==> config.mk <==
export PLATFORM = sky130hd
export DESIGN_NAME = csr_ctrl
export DESIGN_NICKNAME = d
export VERILOG_FILES = /design/src/sv/csr_pkg.sv /design/src/sv/csr_ctrl.sv
export SDC_FILE = /design/constraint.sdc
export NUM_CORES = 1
export LEC_CHECK = 0
export ABC_CLOCK_PERIOD_IN_PS = 1400
export BUFFER_PORTS_ARGS = -buffer_cell sky130_fd_sc_hd__buf_2
export CORE_AREA = 5 5 42 44
export CTS_CLUSTER_SIZE = 16
export DETAILED_ROUTE_END_ITERATION = 8
export DIE_AREA = 0 0 47 49
export PLACE_DENSITY = 0.67
export SLEW_MARGIN = 20
export SYNTH_ARGS = -nofsm -noshare
export SYNTH_HDL_FRONTEND = slang
export SYNTH_SLANG_ARGS = --single-unit
==> constraint.sdc <==
create_clock -name clk -period 1.4 [get_ports clk]
set_clock_uncertainty 0.2 [all_clocks]
set_input_delay 0.14 -clock clk [delete_from_list [all_inputs] [get_ports clk]]
set_output_delay 0.14 -clock clk [all_outputs]
set_load 0.03 [all_outputs]
==> src/sv/csr_pkg.sv <==
package csr_pkg;

  localparam int CANVAS_W = 64;
  localparam int CANVAS_H = 64;
  localparam int ROW_W    = 64;
  localparam int ROW_AW   = $clog2(CANVAS_H);
  localparam int COL_AW   = $clog2(CANVAS_W);

  localparam logic [2:0] OP_CLEAR  = 3'd0;
  localparam logic [2:0] OP_LINE   = 3'd1;
  localparam logic [2:0] OP_RECT   = 3'd2;
  localparam logic [2:0] OP_CIRCLE = 3'd3;
  localparam logic [2:0] OP_READ   = 3'd4;

  typedef enum logic [2:0] {
    ST_IDLE,
    ST_DISPATCH,
    ST_LINE_START,
    ST_PIX_RD,
    ST_PIX_WR,
    ST_FINISH
  } state_t;

  typedef struct packed {
    logic       load;
    logic       clear;
    logic       line_init;
    logic [1:0] seg;
    logic       circ_init;
    logic       pix_rd;
    logic       pix_wr;
    logic       step;
    logic       row_rd;
    logic       res_load;
  } dp_cmd_t;

  typedef struct packed {
    logic [2:0] op;
    logic       r_neg;
    logic       last;
    logic       out_full;
  } dp_status_t;

endpackage

==> src/sv/csr_ctrl.sv <==
module csr_ctrl (
  input  logic                clk,
  input  logic                rst,
  input  logic                in_valid,
  output logic                in_ready,
  input  logic                out_ready,
  input  csr_pkg::dp_status_t status,
  output csr_pkg::dp_cmd_t    cmd
);

  csr_pkg::state_t state, state_next;
  logic [1:0] seg, seg_next;

  always_ff @(posedge clk) begin
    if (rst) begin
      state <= csr_pkg::ST_IDLE;
      seg   <= 2'd0;
    end else begin
      state <= state_next;
      seg   <= seg_next;
    end
  end

  always_comb begin
    state_next = state;
    seg_next   = seg;
    cmd        = '0;
    cmd.seg    = seg;
    in_ready   = 1'b0;
    unique case (state)
      csr_pkg::ST_IDLE: begin
        in_ready = 1'b1;
        if (in_valid) begin
          cmd.load   = 1'b1;
          state_next = csr_pkg::ST_DISPATCH;
        end
      end
      csr_pkg::ST_DISPATCH: begin
        seg_next = 2'd0;
        unique case (status.op)
          csr_pkg::OP_CLEAR: begin
            cmd.clear  = 1'b1;
            state_next = csr_pkg::ST_FINISH;
          end
          csr_pkg::OP_LINE, csr_pkg::OP_RECT: begin
            state_next = csr_pkg::ST_LINE_START;
          end
          csr_pkg::OP_CIRCLE: begin
            if (status.r_neg) begin
              state_next = csr_pkg::ST_FINISH;
            end else begin
              cmd.circ_init = 1'b1;
              state_next    = csr_pkg::ST_PIX_RD;
            end
          end
          csr_pkg::OP_READ: begin
            cmd.row_rd = 1'b1;
            state_next = csr_pkg::ST_FINISH;
          end
          default: begin
            state_next = csr_pkg::ST_FINISH;
          end
        endcase
      end
      csr_pkg::ST_LINE_START: begin
        cmd.line_init = 1'b1;
        state_next    = csr_pkg::ST_PIX_RD;
      end
      csr_pkg::ST_PIX_RD: begin
        cmd.pix_rd = 1'b1;
        state_next = csr_pkg::ST_PIX_WR;
      end
      csr_pkg::ST_PIX_WR: begin
        cmd.pix_wr = 1'b1;
        if (!status.last) begin
          cmd.step   = 1'b1;
          state_next = csr_pkg::ST_PIX_RD;
        end else if (status.op == csr_pkg::OP_RECT && seg != 2'd3) begin
          seg_next   = seg + 2'd1;
          state_next = csr_pkg::ST_LINE_START;
        end else begin
          state_next = csr_pkg::ST_FINISH;
        end
      end
      csr_pkg::ST_FINISH: begin
        if (!status.out_full || out_ready) begin
          cmd.res_load = 1'b1;
          state_next   = csr_pkg::ST_IDLE;
        end
      end
      default: begin
        state_next = csr_pkg::ST_IDLE;
      end
    endcase
  end

endmodule

# Word level (Yosys, flattened, before mapping)
# Index checks and enable logic that the tools add are counted.
# op_classes
n_addsub,1
eq_ne,14
muxes,26
reduce_logical,9
# ops
op,n
case mux 3 bit (6 select lines),1
2-to-1 mux 1 bit,15
2-to-1 mux 3 bit,5
"== test 3 x 2 -> 1 bit, second input constant",4
"inequality test 2 bit, second input constant",5
"== test 3 bit, second input constant",3
"== test 3 x 1 -> 1 bit, second input constant",2
logical NOT 3 bit,2
2-to-1 mux 2 bit,3
case mux 3 bit (2 select lines),1
case mux 2 bit (2 select lines),1
AND reduction 3 bit,1
"adder 2 x 1 -> 2 bit, second input constant",1
AND reduction 2 bit,1
nonzero test 2 bit,1
OR reduction 2 bit,1
logical AND 1 bit,1
logical NOT 1 bit,1
logical OR 1 bit,1
# totals
reg_bits,5
input_bits,10
wordCells,52

# Depth between registers and ports, before layout
# Gate-level depths: netlist of the first run.
# logic_depth
depth_word,5
ltp_mapped,6
mapped_depth_nobuf,5

# Worst setup path before layout of the first run
# Ideal clock, no wire load.
# synth_timing
kind,reg2out
startpoint,reg state[2]
endpoint,out cmd[10] (netlist name)
arrival_time_ps,1559
required_ps,1060
path_slack_ps,-499
stages_incl_launch_ff,4
cell_sequence,dfxtp_1 buf_6 nor3_1 and2_1
# synth_rtl
element,line_no,text
start: declaration,csr_ctrl.sv:11,"csr_pkg::state_t state, state_next;"
start signal: assignment,csr_ctrl.sv:16,state <= csr_pkg::ST_IDLE;
start signal: assignment,csr_ctrl.sv:19,state <= state_next;
end: declaration,csr_ctrl.sv:8,output csr_pkg::dp_cmd_t cmd

==> results of run 1 <==
## power by group
| group | internal, mW | total, mW | switching, mW | leakage [nW] |
|---|---|---|---|---|
| combinational | 0.215 | 0.402 | 0.187 | 0.437 |
| clock | 0.107 | 0.160 | 0.0523 | 0.0150 |
| sequential | 0.151 | 0.163 | 0.0121 | 0.0435 |
| total | 0.473 | 0.724 | 0.251 | 0.496 |
## how the worst max path moves through the flow
stage,from,end,cells past startpoint
floorplan,seg[1],state[0],5
global placement,seg[1],seg[1],6
detailed placement,seg[1],seg[1],6
CTS,state[2],cmd[2],3
global route,state[1],cmd[1],4
finish,state[1],cmd[1],4
## synth_stat cells, drive strengths merged
master / count / share of area
ha: 1 / 0.028
o21a: 2 / 0.033
o211ai: 1 / 0.017
nand3b: 1 / 0.017
buf: 3 / 0.061
inv: 3 / 0.025
nor2b: 2 / 0.028
o21ai: 2 / 0.022
and2: 2 / 0.028
nand3: 1 / 0.039
nor4: 1 / 0.014
a21oi: 1 / 0.011
and3: 2 / 0.028
nor4b: 2 / 0.072
or3b: 1 / 0.025
xnor2: 1 / 0.019
nor3: 4 / 0.044
o41ai: 1 / 0.019
clkinv: 1 / 0.011
nor3b: 2 / 0.033
nand2: 2 / 0.017
o31ai: 2 / 0.033
a211o: 1 / 0.019
mux2i: 2 / 0.044
a21o: 2 / 0.033
dfxtp: 5 / 0.22
nor2: 7 / 0.058
## state kept, by name (all words and copies together) (netlist names)
name   flops
seg        2
state      3
## worst max-delay path, stage by stage, from the launching register on
cell and delay (ns):
dfxtp_2 0.33, buf_6 0.12, nor3b_2 0.24, and3_1 0.20
buf_6 0.13
## metal layers
metal  track usage  up-vias  wire length (um)
li1              -      295                 -
met1         0.163      275               580
met2         0.256       20               864
met3        0.0480        6               106
met4        0.0507        0                51
met5             0        -                 0
## logic make-up after synthesis
kind of cell / after synthesis
and+or+nand+nor: 27
AOI/OAI and AO/OA: 12
buffers and inverters: 7
DFF: 5
muxes: 2
xor gates and xnor gates: 1
adders and majority gates: 1
## cell type report
cell class	count	area share
clock buffers	4	0.0261
well taps	16	0.0199
multi-input cells	43	0.419
inverters	4	0.0199
flip-flops and latches	5	0.111
repair buffers	47	0.405
## per-stage QoR
stage          setup TNS (ns)  instance area (um^2)  utilization  hold slack, ns  setup slack (ns)
6_report                -1.99                  1010        0.719           0.123            -0.205
5_1_grt                 -2.98                  1010        0.719           0.142            -0.289
4_1_cts                 -2.10                   976        0.696           0.117            -0.178
3_5_place_dp           -0.810                   757        0.540           0.161            -0.185
3_3_place_gp           -0.569                   757        0.540           0.161            -0.133
2_1_floorplan          -0.859                   524            -         0.00270            -0.215
## timing repair
action,CTS,global route
hold buffers,1,0
resized for setup,37,6
setup buffers,6,1
gates cloned,0,0
hold endpoints to repair,2,0
pin swaps,10,5
endpoints found under the setup margin,15,15
==> flow_summary.json, run 1 <==
{
  "final_common_cell": "buf_6",
  "fp.dieW_um": 47,
  "yosys.area_share.adder": 0.0277,
  "dp.cells": 107,
  "drt_iter0_drc": 0,
  "min_to": "seg[1]",
  "min_path_type": "in -> reg",
  "fp.dieH_um": 49,
  "slew_viol_final": 0,
  "antenna_found_initial": 0,
  "syn2layout_area_growth_pct": 123,
  "fin_crit_ns": 1.60,
  "initial_core_util": 0.322,
  "path_clk_slew_ns": 0.04,
  "crit_type": "reg -> out",
  "grt.total_usage": 0.149,
  "wl_um": 1600,
  "hold_viol": 0,
  "viasPerCell": 5.01,
  "cts_tree": "built",
  "synthCells": 55,
  "cts.path.max_buffers": 2,
  "maxCapViolations": 0,
  "port_buffers": 21,
  "fin_nets": 115,
  "cp.required_ns": 1.06,
  "grt_pass1_wl_um": 2580,
  "num_rows": 14,
  "n_antenna_cell": 0,
  "grt.overflow.total": 0,
  "yosysSeqAreaShare": 0.222,
  "regToRegSetupSlack_ns": -0.17,
  "clock_sinks": 5,
  "r2r_cells": 8,
  "r2r-start": "state[1]",
  "synth_area_um2": 452,
  "rsz0062_at_grt": "yes",
  "max-vdd-ir-drop_mv": 0.449,
  "synth_mux_area_frac": 0.0443,
  "wl_per_cell_um": 13.5,
  "grt_pass1_vias": 653,
  "fin_crit_sh": 1.15,
  "multiInputGateArea_um2": 422,
  "power_density_nw_per_um2": 719,
  "core_area_um2": 1400,
  "slew_headroom": 0.747,
  "mostFrequentLayoutCells": "18 x buf_6, 16 x buf_4, 11 x buf_2",
  "fillers": 120,
  "path_max_fanout": 4,
  "hold_start": "status[1]",
  "violations": "setup timing",
  "worst_setup_path_end_kind": "output pin",
  "dr_total_vias": 596,
  "regArea_um2": 111,
  "yosys_warnings": 0,
  "gp_congestion": 0.714,
  "leakage_nw": 0.496,
  "rr_endpoint": "seg[1]",
  "drtPass1Iterations": 1,
  "ys_types": 29,
  "dp_hpwl_um": 1090,
  "worst_pin_slew_ns": 0.374,
  "ant_nets": 0,
  "grt_max_degree": 7,
  "cts.htree.levels": 1,
  "hold_depth": 4,
  "synth-compound-area-share": 0.188,
  "root_buffer": "clkbuf_4",
  "synth_area_per_cell_um2": 8.21,
  "drive_gt1_frac": 0.709,
  "synthXorXnorAreaFrac": 0.0194,
  "synth_fp_nets": 66,
  "synthSimpleGateAreaFrac": 0.402,
  "synth_top_family_by_area": "simple AND/OR/NAND/NOR gates",
  "status": "finished with violations",
  "cts_buffers": 3,
  "drc": 0,
  "setup_ws_ns": -0.205,
  "insertion_delay_ns": 0.23,
  "cp-start-kind": "register",
  "finalSetupViolCount": 15,
  "fmax_mhz": 623,
  "crit_arrival_ns": 1.26,
  "io-pin-count": 22,
  "finalPower_mw": 0.724,
  "yosys_register_bits": 5,
  "instances_no_fill": 119,
  "dieArea_um2": 2300
}
Power figures use the tool's default switching activity.
==> run 2: changes to the inputs <==
--- a/config.mk
+++ b/config.mk
@@ -14,2 +14,3 @@
 export PLACE_DENSITY = 0.67
+export RECOVER_POWER = 25
 export SLEW_MARGIN = 20
--- a/constraint.sdc
+++ b/constraint.sdc
@@ -4,2 +4,2 @@
 set_output_delay 0.14 -clock clk [all_outputs]
-set_load 0.03 [all_outputs]
+set_load 0.005 [all_outputs]
==> run 2 against run 1 <==
Against the previous run: the run still ends with setup timing left; setup slack better by 0.073 ns; clock power up 5%; total power down 17%; critical path type unchanged; critical endpoint is now cmd[2].
==> flow_summary.json, run 2 (synthesis results as in run 1) <==
{
  "fin_crit_ns": 1.53,
  "final_common_cell": "buf_2",
  "antenna_found_initial": 0,
  "violations": "setup timing",
  "root_buffer": "clkbuf_4",
  "min_path_type": "in -> reg",
  "core_area_um2": 1400,
  "pre_cts_slack_ns": -0.114,
  "setup_ws_ns": -0.131,
  "cp.required_ns": 1.06,
  "drive_gt1_frac": 0.670,
  "dieArea_um2": 2300,
  "ant_nets": 0,
  "path_max_fanout": 5,
  "leakage_nw": 0.415,
  "maxCapViolations": 0,
  "cts_tree": "built",
  "cts.path.max_buffers": 2,
  "tns_ns": -1.05,
  "grt_pass1_wl_um": 2320,
  "drtPass1Iterations": 3,
  "dp.cells": 101,
  "drt_iter0_drc": 4,
  "grt.overflow.total": 0,
  "gp_congestion": 0.746,
  "num_rows": 14,
  "grt_pass1_vias": 548,
  "cp-start-kind": "register",
  "holdWs_ns": 0.0193,
  "reg.largest.list": "state: 3 flops, seg: 2 flops",
  "grt.total_usage": 0.134,
  "finalSetupViolCount": 14,
  "cts.htree.levels": 1,
  "dp_hpwl_um": 991,
  "wl_per_cell_um": 12.8,
  "registers.top_by_ff_count": "state",
  "worst_pin_slew_ns": 0.349,
  "fp.dieW_um": 47,
  "finalPower_mw": 0.601,
  "mostFrequentLayoutCells": "20 x buf_2, 15 x buf_4, 6 x nor2_1",
  "power_density_nw_per_um2": 727,
  "cp_slowest_cell": "or3b_4",
  "critical_path.cell_chain": "or3b_4, nor2_2, buf_2",
  "fin_nets": 106,
  "crit_arrival_ns": 1.19,
  "grt_max_degree": 7,
  "n_antenna_cell": 0,
  "max-vdd-ir-drop_mv": 0.555,
  "initial_core_util": 0.322,
  "slew_headroom": 0.764,
  "max_stage_delay_ns": 0.41,
  "insertion_delay_ns": 0.24,
  "worst_setup_path_end_kind": "output pin",
  "hold_viol": 0,
  "port_buffers": 21,
  "wl_um": 1410,
  "instances_no_fill": 110,
  "clock_sinks": 5,
  "rsz0062_at_grt": "yes",
  "crit_start": "state[0]",
  "hold_start": "out_ready",
  "cts_buffers": 3,
  "r2r-start": "seg[1]",
  "largest_register_ffs": 3,
  "crit_type": "reg -> out",
  "viasPerCell": 4.88,
  "fmax_mhz": 653,
  "fin_crit_sh": 1.09,
  "syn2layout_area_growth_pct": 82.8,
  "dr_total_vias": 537,
  "path_clk_slew_ns": 0.04,
  "drc": 0,
  "fp.dieH_um": 49,
  "status": "finished with violations",
  "slew_viol_final": 0,
  "io-pin-count": 22
}
-- run 2: cell count changes in the layout (fill, tap and decap cells not counted), moves of 2 or more --
| cell | delta |
|---|---|
| nor3_4 | -2 |
| buf_6 | -16 |
| and2_1 | +2 |
| nor3_2 | +3 |
| dfxtp_4 | -2 |
| and2_4 | -2 |
| buf_2 | +9 |
| dfxtp_2 | +2 |
-- run 2: final timing paths --
| path | slack, ns | end | cells past startpoint |
|---|---|---|---|
| hold reg to reg | 0.44 | seg[1] | 3 |
| hold / removal | 0.02 | state[0] | 3 |
| setup / recovery | -0.13 | cmd[2] | 3 |
| setup reg to reg | -0.07 | seg[1] | 6 |
-- run 2: through the flow --
step | cell area [um^2] | util
6_report | 826 | 0.589
3_3_place_gp | 659 | 0.471
5_1_grt | 826 | 0.589
2_1_floorplan | 472 | -
4_1_cts | 764 | 0.546
3_5_place_dp | 659 | 0.471
-- run 2: final cells by class --
cell class	instances	area (um^2)
sequential	5	106
multi-input combinational	43	408
fill	137	576
inverter	4	20.0
clock buffer	4	26.3
timing repair buffer	38	245
tap	16	20.0
-- run 2: report_power, final --
part           total [mW]  switching (mW)  leakage, nW  internal (mW)
logic               0.268           0.122        0.357          0.146
registers           0.165          0.0103       0.0429          0.154
clock network       0.168          0.0598       0.0150          0.108
total               0.601           0.192        0.415          0.408
-- run 2: worst max-delay path: cells and delay by family, from the launching register on --
kind / cells / cell delay, ns
flops: 1 / 0.34
buf+inv: 1 / 0.11
simple gates: 2 / 0.50
-- run 2: per-layer routing --
metal	wire, um	track usage	vias to the layer above
li1	-	-	276
met1	563	0.158	244
met2	754	0.215	13
met3	66	0.0221	4
met4	29	0.0783	0
met5	0	0	-
-- run 2: repair_timing --
item | 4_1_cts | 5_1_grt
setup buffers | 3 | 1
endpoints found under the setup margin | 15 | 15
hold buffers | 1 | 0
pin swaps | 8 | 3
hold endpoints to repair | 2 | 0
resized for setup | 13 | 10
==> run 3: changes to the inputs <==
- CELL_PAD_IN_SITES_DETAIL_PLACEMENT: default -> 0
- CELL_PAD_IN_SITES_GLOBAL_PLACEMENT: default -> 1
- CORE_AREA: 5 5 42 44 -> default
- CORE_MARGIN: default -> 5
- CORE_UTILIZATION: default -> 27
- DIE_AREA: 0 0 47 49 -> default
- PLACE_DENSITY: 0.67 -> 0.74
- TNS_END_PERCENT: default -> 30
==> run 3 against run 2 <==
Against the previous run: the run still ends with setup timing left; setup slack got worse by 0.066 ns; total power shrank 0.67%; first-iteration DRC count decreased by 75%; non-clock buffer count increased by 5; critical path depth is 1 higher; sequential cell count unchanged; register-to-register slack worse by 0.05 ns; global-route usage shrank 1.5 points; core utilization shrank 3.9 points; clock-buffer cell count decreased by 1; fmax fell by 4.2%; critical path type unchanged; critical endpoint is now cmd[3]; largest power group unchanged.
==> flow_summary.json, run 3 (synthesis results as in run 1) <==
{
  "finalSetupViolCount": 14,
  "drt_iter0_drc": 1,
  "p_sw_frac": 0.316,
  "path_clk_slew_ns": 0.05,
  "final_common_cell": "buf_2",
  "rr_endpoint": "seg[1]",
  "drive_gt1_frac": 0.636,
  "slew_headroom": 0.733,
  "crit_type": "reg -> out",
  "power.switching_mw": 0.188,
  "power_density_nw_per_um2": 703,
  "path_max_fanout": 5,
  "drc": 0,
  "status": "finished with violations",
  "mostFrequentLayoutCells": "20 x buf_2, 16 x buf_4, 7 x nor2_1",
  "viasPerCell": 5.00,
  "hold_viol": 0,
  "cts.htree.levels": 1,
  "r2r_cells": 6,
  "registers.top_by_ff_count": "state",
  "fin_nets": 111,
  "leakage_nw": 0.446,
  "initial_core_util": 0.293,
  "n_antenna_cell": 0,
  "p_comb_frac": 0.436,
  "gp_congestion": 0.702,
  "wl_per_cell_um": 12.7,
  "root_buffer": "clkbuf_4",
  "grt_pass1_wl_um": 2280,
  "rsz0062_at_grt": "yes",
  "fillers": 149,
  "grt.total_usage": 0.118,
  "hold_depth": 4,
  "cp-start-kind": "register",
  "cts_buffers": 3,
  "hold_start": "status[1]",
  "fp.dieH_um": 50.9,
  "cts_tree": "built",
  "min_path_type": "in -> reg",
  "num_rows": 14,
  "worst_setup_path_end_kind": "output pin",
  "maxCapViolations": 0,
  "core_area_um2": 1540,
  "pwr-share-seq": 0.280,
  "ant_nets": 0,
  "fmax_mhz": 626,
  "crit_arrival_ns": 1.26,
  "io-pin-count": 22,
  "dieArea_um2": 2590,
  "insertion_delay_ns": 0.25,
  "clkPwrFrac": 0.284,
  "finalPower_mw": 0.597,
  "cts.path.max_buffers": 2,
  "grt_max_degree": 7,
  "worst_pin_slew_ns": 0.397,
  "pre_cts_slack_ns": -0.140,
  "drtPass1Iterations": 4,
  "syn2layout_area_growth_pct": 87.8,
  "grt.overflow.total": 0,
  "r2r-start": "state[0]",
  "cp.required_ns": 1.06,
  "regToRegSetupSlack_ns": -0.12,
  "dp_hpwl_um": 1030,
  "fin_crit_sh": 1.14,
  "dr_total_vias": 575,
  "min_to": "seg[0]",
  "violations": "setup timing",
  "max-vdd-ir-drop_mv": 0.449,
  "reg.largest.list": "state: 3 flops, seg: 2 flops",
  "p_int_mw": 0.408,
  "fp.dieW_um": 50.9,
  "antenna_found_initial": 0,
  "clock_sinks": 5,
  "fin_crit_ns": 1.60,
  "slew_viol_final": 0,
  "wl_um": 1460,
  "port_buffers": 21,
  "finish.utilization": 0.550,
  "setup_ws_ns": -0.198,
  "grt_pass1_vias": 539,
  "largest_register_ffs": 3
}
[run 3: metal layers]
metal / part of all wire / GRT usage
met1: 0.40 / 0.125
met2: 0.50 / 0.194
met3: 0.072 / 0.0291
met4: 0.030 / 0.102
met5: 0 / 0
[run 3: power groups by stage]
| stage | Sequential, mW | Combinational, mW | Clock [mW] |
|---|---|---|---|
| after global placement | 0.167 | 0.195 | 0 |
| after floorplan | 0.159 | 0.110 | 0 |
| after CTS | 0.165 | 0.243 | 0.179 |
| after detailed placement | 0.167 | 0.197 | 0 |
| final | 0.167 | 0.260 | 0.170 |
| after global routing | 0.168 | 0.284 | 0.187 |
[run 3: through the flow]
step	hold WS, ns	TNS, ns	instances	area (um^2)
6_report	0.0685	-1.51	115	848
5_1_grt	0.0815	-2.60	115	848
4_1_cts	0.0660	-1.70	115	815
3_5_place_dp	0.174	-0.604	105	684
3_3_place_gp	0.172	-0.494	105	684
2_1_floorplan	0.00497	-0.338	55	467
[run 3: how the worst max path moves through the flow]
stage               startpoint       end  slack, ns  depth (start not counted)
global placement        seg[0]    seg[0]      -0.11                          6
global route          state[2]    cmd[3]      -0.24                          4
floorplan               seg[1]  state[0]      -0.16                          5
CTS                   state[1]    cmd[2]      -0.21                          3
finish                state[0]    cmd[3]      -0.20                          4
detailed placement      seg[0]    seg[0]      -0.14                          6
[run 3: what timing repair did]
| action | in CTS | in global routing |
|---|---|---|
| endpoints found under the setup margin | 15 | 15 |
| pin swaps | 8 | 7 |
| hold buffers | 1 | 0 |
| resized for setup | 14 | 9 |
| setup buffers | 5 | 1 |
| hold endpoints to repair | 2 | 0 |
[run 3: area by class of cell]
type	count	area (um^2)	share of cell area
Timing Repair Buffer	43	298	0.351
Tap cell	16	20.0	0.0236
Clock inverter	1	5.00	0.00590
Multi-Input combinational cell	43	373	0.440
Clock buffer	3	22.5	0.0265
Sequential cell	5	110	0.130
Inverter	4	20.0	0.0236
[run 3: worst max-delay path, stage by stage, from the launching register on]
cell	delay, ns
dfxtp_4	0.35
or3b_4	0.43
clkinv_4	0.07
buf_6	0.08
buf_6	0.08
